File: src/design/imh_pkg.sv
// ---------------------------------------------------------------------------
// imh_pkg
// Shared types and fixed field widths for the indexed min-heap.
// ---------------------------------------------------------------------------
`default_nettype none

package imh_pkg;

  localparam int FUNC_BITS    = 2;
  localparam int VERTEX_BITS  = 10;
  localparam int KEY_IN_BITS  = 32;
  localparam int STATUS_BITS  = 2;
  localparam int COUNT_BITS   = 11;
  localparam int VERTEX_SPACE = 1024;
  localparam int QUEUE_DEPTH  = 2;

  typedef enum logic [FUNC_BITS-1:0] {
    OP_LOAD    = 2'd0,
    OP_BUILD   = 2'd1,
    OP_EXTRACT = 2'd2,
    OP_CHANGE  = 2'd3
  } op_t;

  typedef enum logic [STATUS_BITS-1:0] {
    ST_OK     = 2'd0,
    ST_EMPTY  = 2'd1,
    ST_FULL   = 2'd2,
    ST_ABSENT = 2'd3
  } status_t;

  typedef struct packed {
    op_t                    op;
    logic [VERTEX_BITS-1:0] vertex;
    logic [KEY_IN_BITS-1:0] key;
  } cmd_t;

endpackage

`default_nettype wire

File: src/design/imh_if.sv
// ---------------------------------------------------------------------------
// imh_if
// Valid/ready channels for heap operations and heap results.
// ---------------------------------------------------------------------------
`default_nettype none

interface imh_in_if;
  logic                                valid;
  logic                                ready;
  logic [imh_pkg::FUNC_BITS-1:0]       func;
  logic [imh_pkg::VERTEX_BITS-1:0]     vertex;
  logic signed [imh_pkg::KEY_IN_BITS-1:0] key;

  modport source (output valid, func, vertex, key, input ready);
  modport sink   (input valid, func, vertex, key, output ready);
endinterface


`default_nettype wire

File: src/design/imh_front.sv
// ---------------------------------------------------------------------------
// imh_front
// Accepts items, decodes the operation and queues them for the back end.
// ---------------------------------------------------------------------------
`default_nettype none

module imh_front (
  input  wire logic       clk,
  input  wire logic       rst,
  imh_in_if.sink          in_ch,
  output imh_pkg::cmd_t   head,
  output logic            head_valid,
  input  wire logic       pop
);

  localparam int PW = $clog2(imh_pkg::QUEUE_DEPTH);
  localparam int FW = $clog2(imh_pkg::QUEUE_DEPTH + 1);

  imh_pkg::cmd_t  queue [imh_pkg::QUEUE_DEPTH];
  logic [PW-1:0]  wptr;
  logic [PW-1:0]  rptr;
  logic [FW-1:0]  fill;
  imh_pkg::cmd_t  cmd_in;
  logic           push;

  always_comb begin
    cmd_in.op     = imh_pkg::op_t'(in_ch.func);
    cmd_in.vertex = in_ch.vertex;
    cmd_in.key    = in_ch.key;
  end

  assign in_ch.ready = (fill != FW'(imh_pkg::QUEUE_DEPTH));
  assign push        = in_ch.valid && in_ch.ready;
  assign head_valid  = (fill != '0);
  assign head        = queue[rptr];

  always_ff @(posedge clk) begin
    if (rst) begin
      wptr <= '0;
      rptr <= '0;
      fill <= '0;
    end else begin
      if (push) wptr <= wptr + 1'b1;
      if (pop)  rptr <= rptr + 1'b1;
      if (push && !pop)      fill <= fill + 1'b1;
      else if (pop && !push) fill <= fill - 1'b1;
    end
  end

  always_ff @(posedge clk) begin
    if (push) queue[wptr] <= cmd_in;
  end

  a_fill_bound: assert property (@(posedge clk) disable iff (rst)
    fill <= FW'(imh_pkg::QUEUE_DEPTH)) else $error("queue overfilled");

  a_no_pop_empty: assert property (@(posedge clk) disable iff (rst)
    pop |-> head_valid) else $error("pop from empty queue");

  a_pop_drains: assert property (@(posedge clk) disable iff (rst)
    (pop && !push) |=> (fill == $past(fill) - 1'b1)) else $error("fill count slip");

endmodule

`default_nettype wire

File: src/flat_wrapper.sv
// flat-port wrapper written by rule: the top's interface ports become plain ports
module imh_front_flat 
  (clk, rst, head, head_valid, pop, in_ch_valid, in_ch_func, in_ch_vertex, in_ch_key, in_ch_ready);
  imh_in_if in_ch_i ();
  input  wire logic clk;
  input  wire logic rst;
  output imh_pkg::cmd_t head;
  output logic head_valid;
  input  wire logic pop;
  input wire logic [$bits(in_ch_i.valid)-1:0] in_ch_valid;
  input wire logic [$bits(in_ch_i.func)-1:0] in_ch_func;
  input wire logic [$bits(in_ch_i.vertex)-1:0] in_ch_vertex;
  input wire logic [$bits(in_ch_i.key)-1:0] in_ch_key;
  output wire logic [$bits(in_ch_i.ready)-1:0] in_ch_ready;
  assign in_ch_i.valid = in_ch_valid;
  assign in_ch_i.func = in_ch_func;
  assign in_ch_i.vertex = in_ch_vertex;
  assign in_ch_i.key = in_ch_key;
  assign in_ch_ready = in_ch_i.ready;
  imh_front u_core (.clk(clk), .rst(rst), .in_ch(in_ch_i), .head(head), .head_valid(head_valid), .pop(pop));
endmodule
File: config.mk
export PLATFORM = sky130hd
export DESIGN_NAME = imh_front_flat
export DESIGN_NICKNAME = d
export VERILOG_FILES = /design/src/design/imh_pkg.sv /design/src/design/imh_if.sv /design/src/design/imh_front.sv /design/src/flat_wrapper.sv
export SDC_FILE = /design/constraint.sdc
export NUM_CORES = 1
export LEC_CHECK = 0
export ABC_CLOCK_PERIOD_IN_PS = 4800
export BUFFER_PORTS_ARGS = -buffer_cell sky130_fd_sc_hd__buf_2
export CORE_UTILIZATION = 55
export CTS_CLUSTER_SIZE = 30
export DETAILED_ROUTE_END_ITERATION = 10
export GPL_TIMING_DRIVEN = 0
export HOLD_SLACK_MARGIN = 0.1
export PLACE_DENSITY_LB_ADDON = 0.08
export SLEW_MARGIN = 20
export SYNTH_ARGS = -nofsm -noshare
export SYNTH_HDL_FRONTEND = slang
export SYNTH_SLANG_ARGS = --single-unit
File: constraint.sdc
create_clock -name clk -period 4.8 [get_ports clk]
set_input_delay 0.72 -clock clk [delete_from_list [all_inputs] [get_ports clk]]
set_output_delay 0.72 -clock clk [all_outputs]
set_load 0.005 [all_outputs]
After elaboration in Yosys (flattened, before gate mapping)
Memory sizes are Yosys's and may differ from the RTL's. A register that Yosys moved wholly into a read port is not among the register bits.
Index checks and enable logic that the tools add are counted.
{ "op_classes": {"n_addsub": 4, "n_eq_ne": 1, "mux": 6, "n_reduce_logical": 7} }
{ "op_table": {"columns": ["cell", "n"], "rows": [
  ["1-bit two-way mux", 4],
  ["2-bit two-way mux", 2],
  ["2-bit nonzero test", 2],
  ["1-bit logical AND", 3],
  ["1-bit adder, second input constant", 2],
  ["2-bit by 1-bit adder with 2-bit output, second input constant", 1],
  ["1-bit zero test", 2],
  ["2-bit inequality test, second input constant", 1],
  ["2-bit by 1-bit subtractor with 2-bit output, second input constant", 1]
]} }
{ "totals": {"regBits": 4, "ramBits": 88, "output_inout_bits": 46, "elab_cells": 22, "mem_count": 1} }
{ "memory_table": {"columns": ["name", "words", "width", "read_ports", "rd_ports_with_merged_regs", "write_ports", "line", "rtl"], "rows": [
  ["u_core.queue", 2, 44, 1, 1, 1, "imh_front.sv:19", "imh_pkg::cmd_t queue [imh_pkg::QUEUE_DEPTH];"]
]} }

Logic depth before layout (Yosys ltp)
Gate-level depths: netlist of run 1.
{ "depth": {"depth_word": 6, "depth_mapped": 6} }

Least setup slack after synthesis of run 1
No wires, ideal clock.
{ "synth_path": {"kind": "input to register", "startpoint": "input in_ch_valid", "endpoint": "memory u_core.queue[1][0] in the netlist's numbering, enable pin", "setup_time_ps": 406, "t_arrival_ps": 1824, "path_slack_ps": 2570, "stages": 1, "cell_sequence": "and3_1"} }
{ "synth_via": {"elab_chain_len": 3} }
{ "synth_lines": {"columns": ["element", "line", "rtl"], "rows": [
  ["start: declaration", "flat_wrapper.sv:10", "input wire logic [$bits(in_ch_i.valid)-1:0] in_ch_valid;"],
  ["1-bit logical AND", "imh_front.sv:33", "assign push = in_ch.valid && in_ch.ready;"],
  ["1-bit two-way mux", "imh_front.sv:51", "if (push) queue[wptr] <= cmd_in;"],
  ["1-bit two-way mux (not written as such)", "imh_front.sv:51", null],
  ["end: declaration", "imh_front.sv:19", null]
]} }
Every way passes these cells.

==> results of run 1 <==
-- cell type report --
class / count / area share
timing repair buffer: 95 / 0.120
buffer: 5 / 0.00832
clock inverter: 5 / 0.0184
clock buffer: 11 / 0.0312
tap: 75 / 0.0223
sequential: 93 / 0.651
multi-input combinational: 61 / 0.147
inverter: 2 / 0.00178
-- path summary, 6_finish.rpt --
| check | start | to | slack, ns | cells past startpoint |
|---|---|---|---|---|
| worst max-delay path | register | head[11] | 2.51 | 4 |
| worst min-delay path | u_core.rptr | register | 0.52 | 2 |
| worst max register to register | u_core.fill[0] | u_core.queue[1][34] | 3.12 | 3 |
| worst min register to register | u_core.rptr | register | 0.52 | 2 |
-- state kept, by name, indices dropped and copies added (netlist names), named ones only --
register      count
u_core.rptr       1
u_core.fill       2
u_core.queue     88
u_core.wptr       1
-- layout by cell type, fill, tap and decap left out --
cell type | netlist | layout
edfxtp_1 | 88 | 88
or3_1 | 1 | 1
inv_2 | 0 | 1
nor2_1 | 3 | 3
clkinvlp_4 | 0 | 1
o21ai_0 | 1 | 1
buf_4 | 4 | 4
bufinv_16 | 0 | 2
xnor2_1 | 1 | 1
ha_1 | 1 | 1
a21oi_1 | 2 | 2
nand2b_4 | 1 | 1
a21bo_2 | 1 | 1
xor2_1 | 2 | 2
mux2_2 | 44 | 44
and2_1 | 1 | 1
and3_2 | 0 | 1
clkbuf_1 | 0 | 2
nand3b_1 | 1 | 1
buf_12 | 0 | 2
or2_2 | 1 | 1
dfxtp_1 | 5 | 5
clkbuf_8 | 0 | 9
inv_1 | 2 | 1
clkinv_2 | 0 | 2
buf_2 | 1 | 94
-- routing by layer --
layer,part of all wire,vias to the layer above,wire length [microns],track usage
met3,0.080,11,427,0.0614
met4,0.020,0,109,0.102
met1,0.39,827,2070,0.189
met5,0,-,0,0
met2,0.51,61,2740,0.289
li1,-,834,-,-
-- power groups by stage --
stage	sequential, mW	clock [mW]	combinational [mW]
5_1_grt	1.01	0.583	0.279
2_1_floorplan	1.02	0	0.140
3_5_place_dp	1.02	0	0.257
4_1_cts	1.00	0.555	0.259
6_report	1.00	0.545	0.252
3_3_place_gp	1.02	0	0.242
-- critical path, stage by stage (launching register included) --
cell and delay (ns):
dfxtp_1 0.31, buf_2 0.20, buf_4 0.23, mux2_2 0.36
buf_2 0.13
-- through the flow --
stage,hold slack [ns],util,std cells
final,0.515,0.707,347
after global routing,0.535,0.707,347
after CTS,0.524,0.707,347
after detailed placement,0.500,0.672,331
after global placement,0.496,0.665,329
after floorplan,0.480,-,161
-- logic make-up after synthesis --
group,after synthesis
AOI/OAI and AO/OA,4
xor gates and xnor gates,3
adders and majority gates,1
buffers and inverters,7
DFF,93
muxes,44
and+or+nand+nor,9
==> flow_summary.ini, run 1 <==
[outcome]
outcome = complete, no violations

[pwr]
comb_power_share = 0.140
p_sw_mw = 0.393
p_total_mw = 1.80
leakagePower_nw = 1.60
clock_power_share = 0.303
p_int_mw = 1.40
vdd_drop_max_uv = 283
power_density_mw_per_mm2 = 427
power_frac_seq = 0.557
sw_frac_of_total = 0.219

[synthesis]
postSynthCellCount = 161
avgSynthCellArea_sq_um = 21.1
synth_warnings = 0
synth_ff_type = edfxtp_1
synth_xor_area_frac = 0.00772
yosysMostFrequentCell = edfxtp_1
syn_nets = 210
synth_top_area_cell = edfxtp_1
synth_compound_area_frac = 0.00736
synth_top_family_by_area = multiplexers
synthTopCellsByArea = edfxtp_1 78%, mux2_2 15%, dfxtp_1 2.9%
synth_area_sq_mm = 0.00340
yosys.cell_types.count = 19
synth-simple-area-share = 0.0169
yosysSeqAreaShare = 0.806
yosys.area_share.adder = 0.00368
synth.ff_latch_count = 93
synth_edf_count = 88
synthMuxAreaShare = 0.146
async_flop_share = 0
synth_common_cells = 88 x edfxtp_1, 44 x mux2_2, 5 x dfxtp_1
synth_top_cell_area_share = 0.777

[clock_tree]
cts_tree = yes
post-cts-setup-buffers = 0
cts_made_buffers = 9
cts.clk_slew.worst_paths_ns = 0.08
h-tree-depth = 3
clk_latency_ns = 0.35
post_cts_resized = 0
clockRootBuffer = clkbuf_8
postCtsHoldBufs = 0
clk_path_buf_depth = 2
cts.sinks = 93

[grt]
grt_antenna_before_repair = 0
gr-total-overflow = 0
grt_pass1_wl_microns = 7900
grt_pass1_vias = 1749
grt_use_total = 0.173
grt_start_max_net_pins = 26

[floorplan]
row_count = 28
io-pin-count = 94
start_util = 0.571
die_h_microns = 80.6
die_w_microns = 80.6
coreArea_sq_mm = 0.00596
floorplan.die_area_sq_mm = 0.00650

[place]
dpl_worst_slack_ns = 2.83
port_buffers = 93
dp_hpwl_microns = 3510
gp_congestion = 0.664
dpl_cell_area_sq_mm = 0.00400

[critical_path]
crit_arrival_ns = 1.57
critPathRequiredTime_ns = 4.08
worst-path-max-fanout = 10
worst_setup_path_start_kind = register
path_class = reg -> out
cp-end-kind = primary output

[timing]
fmax_mhz = 437
finalSetupViolCount = 0
hold_viol_final = 0
final.setup.tns_ns = 0
slew_violations = 0
worst_pin_slew_ns = 0.565
rsz0062_at_grt = false
fin_skew_ns = 0.0124
post-route-period-util = 0.476
max-slew-margin-rel = 0.623
worst_slack_ns = 2.51
finalCriticalPeriod_ns = 2.29

[finish]
final-seq-area_sq_mm = 0.00274
nFillCells = 425
stdcell_area_sq_mm = 0.00421
multi_input_area_sq_um = 618
area_delta_synth_final_pct = 23.8
nets = 316
n_antenna_cell = 0
final_layout_size_suffix_gt1_frac = 0.599

[routing]
drt_first_pass_iters = 4
drcViolationCount = 0
ant_nets = 0
num_vias = 1733
wl_per_cell_microns = 15.4
viasPerCell = 4.99
drtIter0Drc = 110
totalWireLength_microns = 5350

[flow_run]
cap_violations = 0

[min_path]
worstHoldPathType = reg -> reg
No activity file was read; power rests on OpenSTA's default activity.
==> run 2, diff against run 1 <==
--- a/config.mk
+++ b/config.mk
@@ -5,9 +5,9 @@
 export SDC_FILE = /design/constraint.sdc
 export NUM_CORES = 1
 export LEC_CHECK = 0
-export ABC_CLOCK_PERIOD_IN_PS = 4800
+export ABC_CLOCK_PERIOD_IN_PS = 2110
 export BUFFER_PORTS_ARGS = -buffer_cell sky130_fd_sc_hd__buf_2
-export CORE_UTILIZATION = 55
+export CORE_UTILIZATION = 51
 export CTS_CLUSTER_SIZE = 30
 export DETAILED_ROUTE_END_ITERATION = 10
 export GPL_TIMING_DRIVEN = 0
==> constraint.sdc (replaced) <==
create_clock -name clk -period 2.11 [get_ports clk]
set_input_delay 0.3165 -clock clk [delete_from_list [all_inputs] [get_ports clk]]
set_output_delay 0.3165 -clock clk [all_outputs]
set_load 0.005 [all_outputs]
==> flow_summary.ini, run 2 (same netlist as run 1, synthesis figures left out) <==
[timing]
fmax_mhz = 536
fin_skew_ns = 0.00581
max-slew-margin-rel = 0.590
worst_pin_slew_ns = 0.615
slew_violations = 0
finalCriticalPeriod_ns = 1.86
rsz0062_at_grt = false
finalSetupViolCount = 0
final.setup.tns_ns = 0
hold_viol_final = 0
post-route-period-util = 0.884

[finish]
multi_input_area_sq_um = 618
largest_reg_flops = 88
area_delta_synth_final_pct = 22.9
reg_top3 = u_core.queue (88), u_core.fill (2)
final_cell_mix = 94 x buf_2, 88 x edfxtp_1, 44 x mux2_2, 9 x clkbuf_8, 5 x dfxtp_1
final_common_cell = buf_2
stdcell_area_sq_mm = 0.00418
final-seq-area_sq_mm = 0.00274
nets = 316
stdcell_count = 347
utilization = 0.655
nFillCells = 483
final_layout_size_suffix_gt1_frac = 0.593
regMostFlops = u_core.queue
n_antenna_cell = 0

[pwr]
power_density_mw_per_mm2 = 940
sw_frac_of_total = 0.221
p_sw_mw = 0.869
comb_power_share = 0.148
power_frac_seq = 0.579
leakagePower_nw = 1.59
clock_power_share = 0.272
p_int_mw = 3.06
p_total_mw = 3.93
vdd_drop_max_uv = 496

[place]
dp_cells = 333
dp_hpwl_microns = 3520
dpl_cell_area_sq_mm = 0.00401
port_buffers = 93
gp_congestion = 0.704

[flow_run]
cap_violations = 0

[clock_tree]
clockRootBuffer = clkbuf_8
post_cts_resized = 0
cts.clk_slew.worst_paths_ns = 0.08
postCtsHoldBufs = 0
clk_latency_ns = 0.34
clk_path_buf_depth = 2
cts.sinks = 93
h-tree-depth = 3
cts_made_buffers = 9
post-cts-setup-buffers = 0
cts_tree = yes

[floorplan]
die_w_microns = 83.7
start_util = 0.533
coreArea_sq_mm = 0.00639
floorplan.die_area_sq_mm = 0.00700
die_h_microns = 83.7
io-pin-count = 94
row_count = 29

[outcome]
outcome = complete, no violations

[routing]
num_vias = 1758
ant_nets = 0
totalWireLength_microns = 5470
drcViolationCount = 0
drt_first_pass_iters = 4
drtIter0Drc = 53
viasPerCell = 5.07
wl_per_cell_microns = 15.8

[grt]
grt_pass1_vias = 1770
grt_pass1_wl_microns = 8410
grt_antenna_before_repair = 0
gr-total-overflow = 0
grt_start_max_net_pins = 25
grt_use_total = 0.164

[critical_path]
max_stage_delay_ns = 0.36
critPathRequiredTime_ns = 1.79
cp-end-kind = primary output
crit_arrival_ns = 1.55
worstPathCellList = buf_2, buf_4, mux2_2, buf_2
worst_setup_path_start_kind = register
cpMaxStageDelayCell = mux2_2
crit_family = buffers and inverters
crit_path_frequent_cell = buf_2
worst-path-max-fanout = 10
path_class = reg -> out
crit_buf_inv = 3

[min_path]
worstHoldPathType = in -> reg
-- run 2: cell types whose count changed in the layout (fill, tap and decap cells not counted), sizes merged --
cell,delta
bufinv,-1
clkinvlp,-1
-- run 2: path summary, 6_finish.rpt --
kind / startpoint / to / slack [ns] / cells after the start
setup reg to reg: u_core.fill[0] / u_core.queue[1][33] / 0.38 / 3
hold reg to reg: u_core.rptr / u_core.rptr / 0.55 / 2
hold / removal: in_ch_key[8] / u_core.queue[0][8] / 0.16 / 1
setup / recovery: register / head[2] / 0.25 / 4
-- run 2: power groups by stage --
stage	sequential (mW)	clock (mW)	combinational (mW)
4_1_cts	2.28	1.10	0.597
3_3_place_gp	2.32	0	0.554
3_5_place_dp	2.32	0	0.594
6_report	2.28	1.07	0.583
2_1_floorplan	2.31	0	0.319
5_1_grt	2.29	1.17	0.637
-- run 2: area by class of cell --
class                           count  share of cell area
Sequential cell                    93               0.656
Multi-Input combinational cell     61               0.148
Timing Repair Buffer               95               0.123
Clock buffer                       11              0.0314
Tap cell                           77              0.0230
Clock inverter                      3             0.00927
Buffer                              5             0.00838
Inverter                            2             0.00179
-- run 2: worst register-to-register path, delay by kind of cell, from the launching register on --
kind / cells / cell delay, ns
simple gates: 2 / 0.78
flops: 1 / 0.41
buf+inv: 1 / 0.25
-- run 2: per-stage QoR --
| step | hold slack, ns | worst slack [ns] |
|---|---|---|
| 2_1_floorplan | 0.386 | 0.0664 |
| 3_3_place_gp | 0.494 | -0.551 |
| 3_5_place_dp | 0.508 | 0.362 |
| 4_1_cts | 0.142 | 0.211 |
| 5_1_grt | 0.135 | 0.152 |
| 6_report | 0.162 | 0.246 |
-- run 2: per-layer routing --
layer | global-route usage | part of all wire | up-vias
met5 | 0 | 0 | -
met4 | 0.0832 | 0.012 | 0
met3 | 0.0534 | 0.068 | 6
met2 | 0.256 | 0.49 | 63
met1 | 0.205 | 0.43 | 855
li1 | - | - | 834
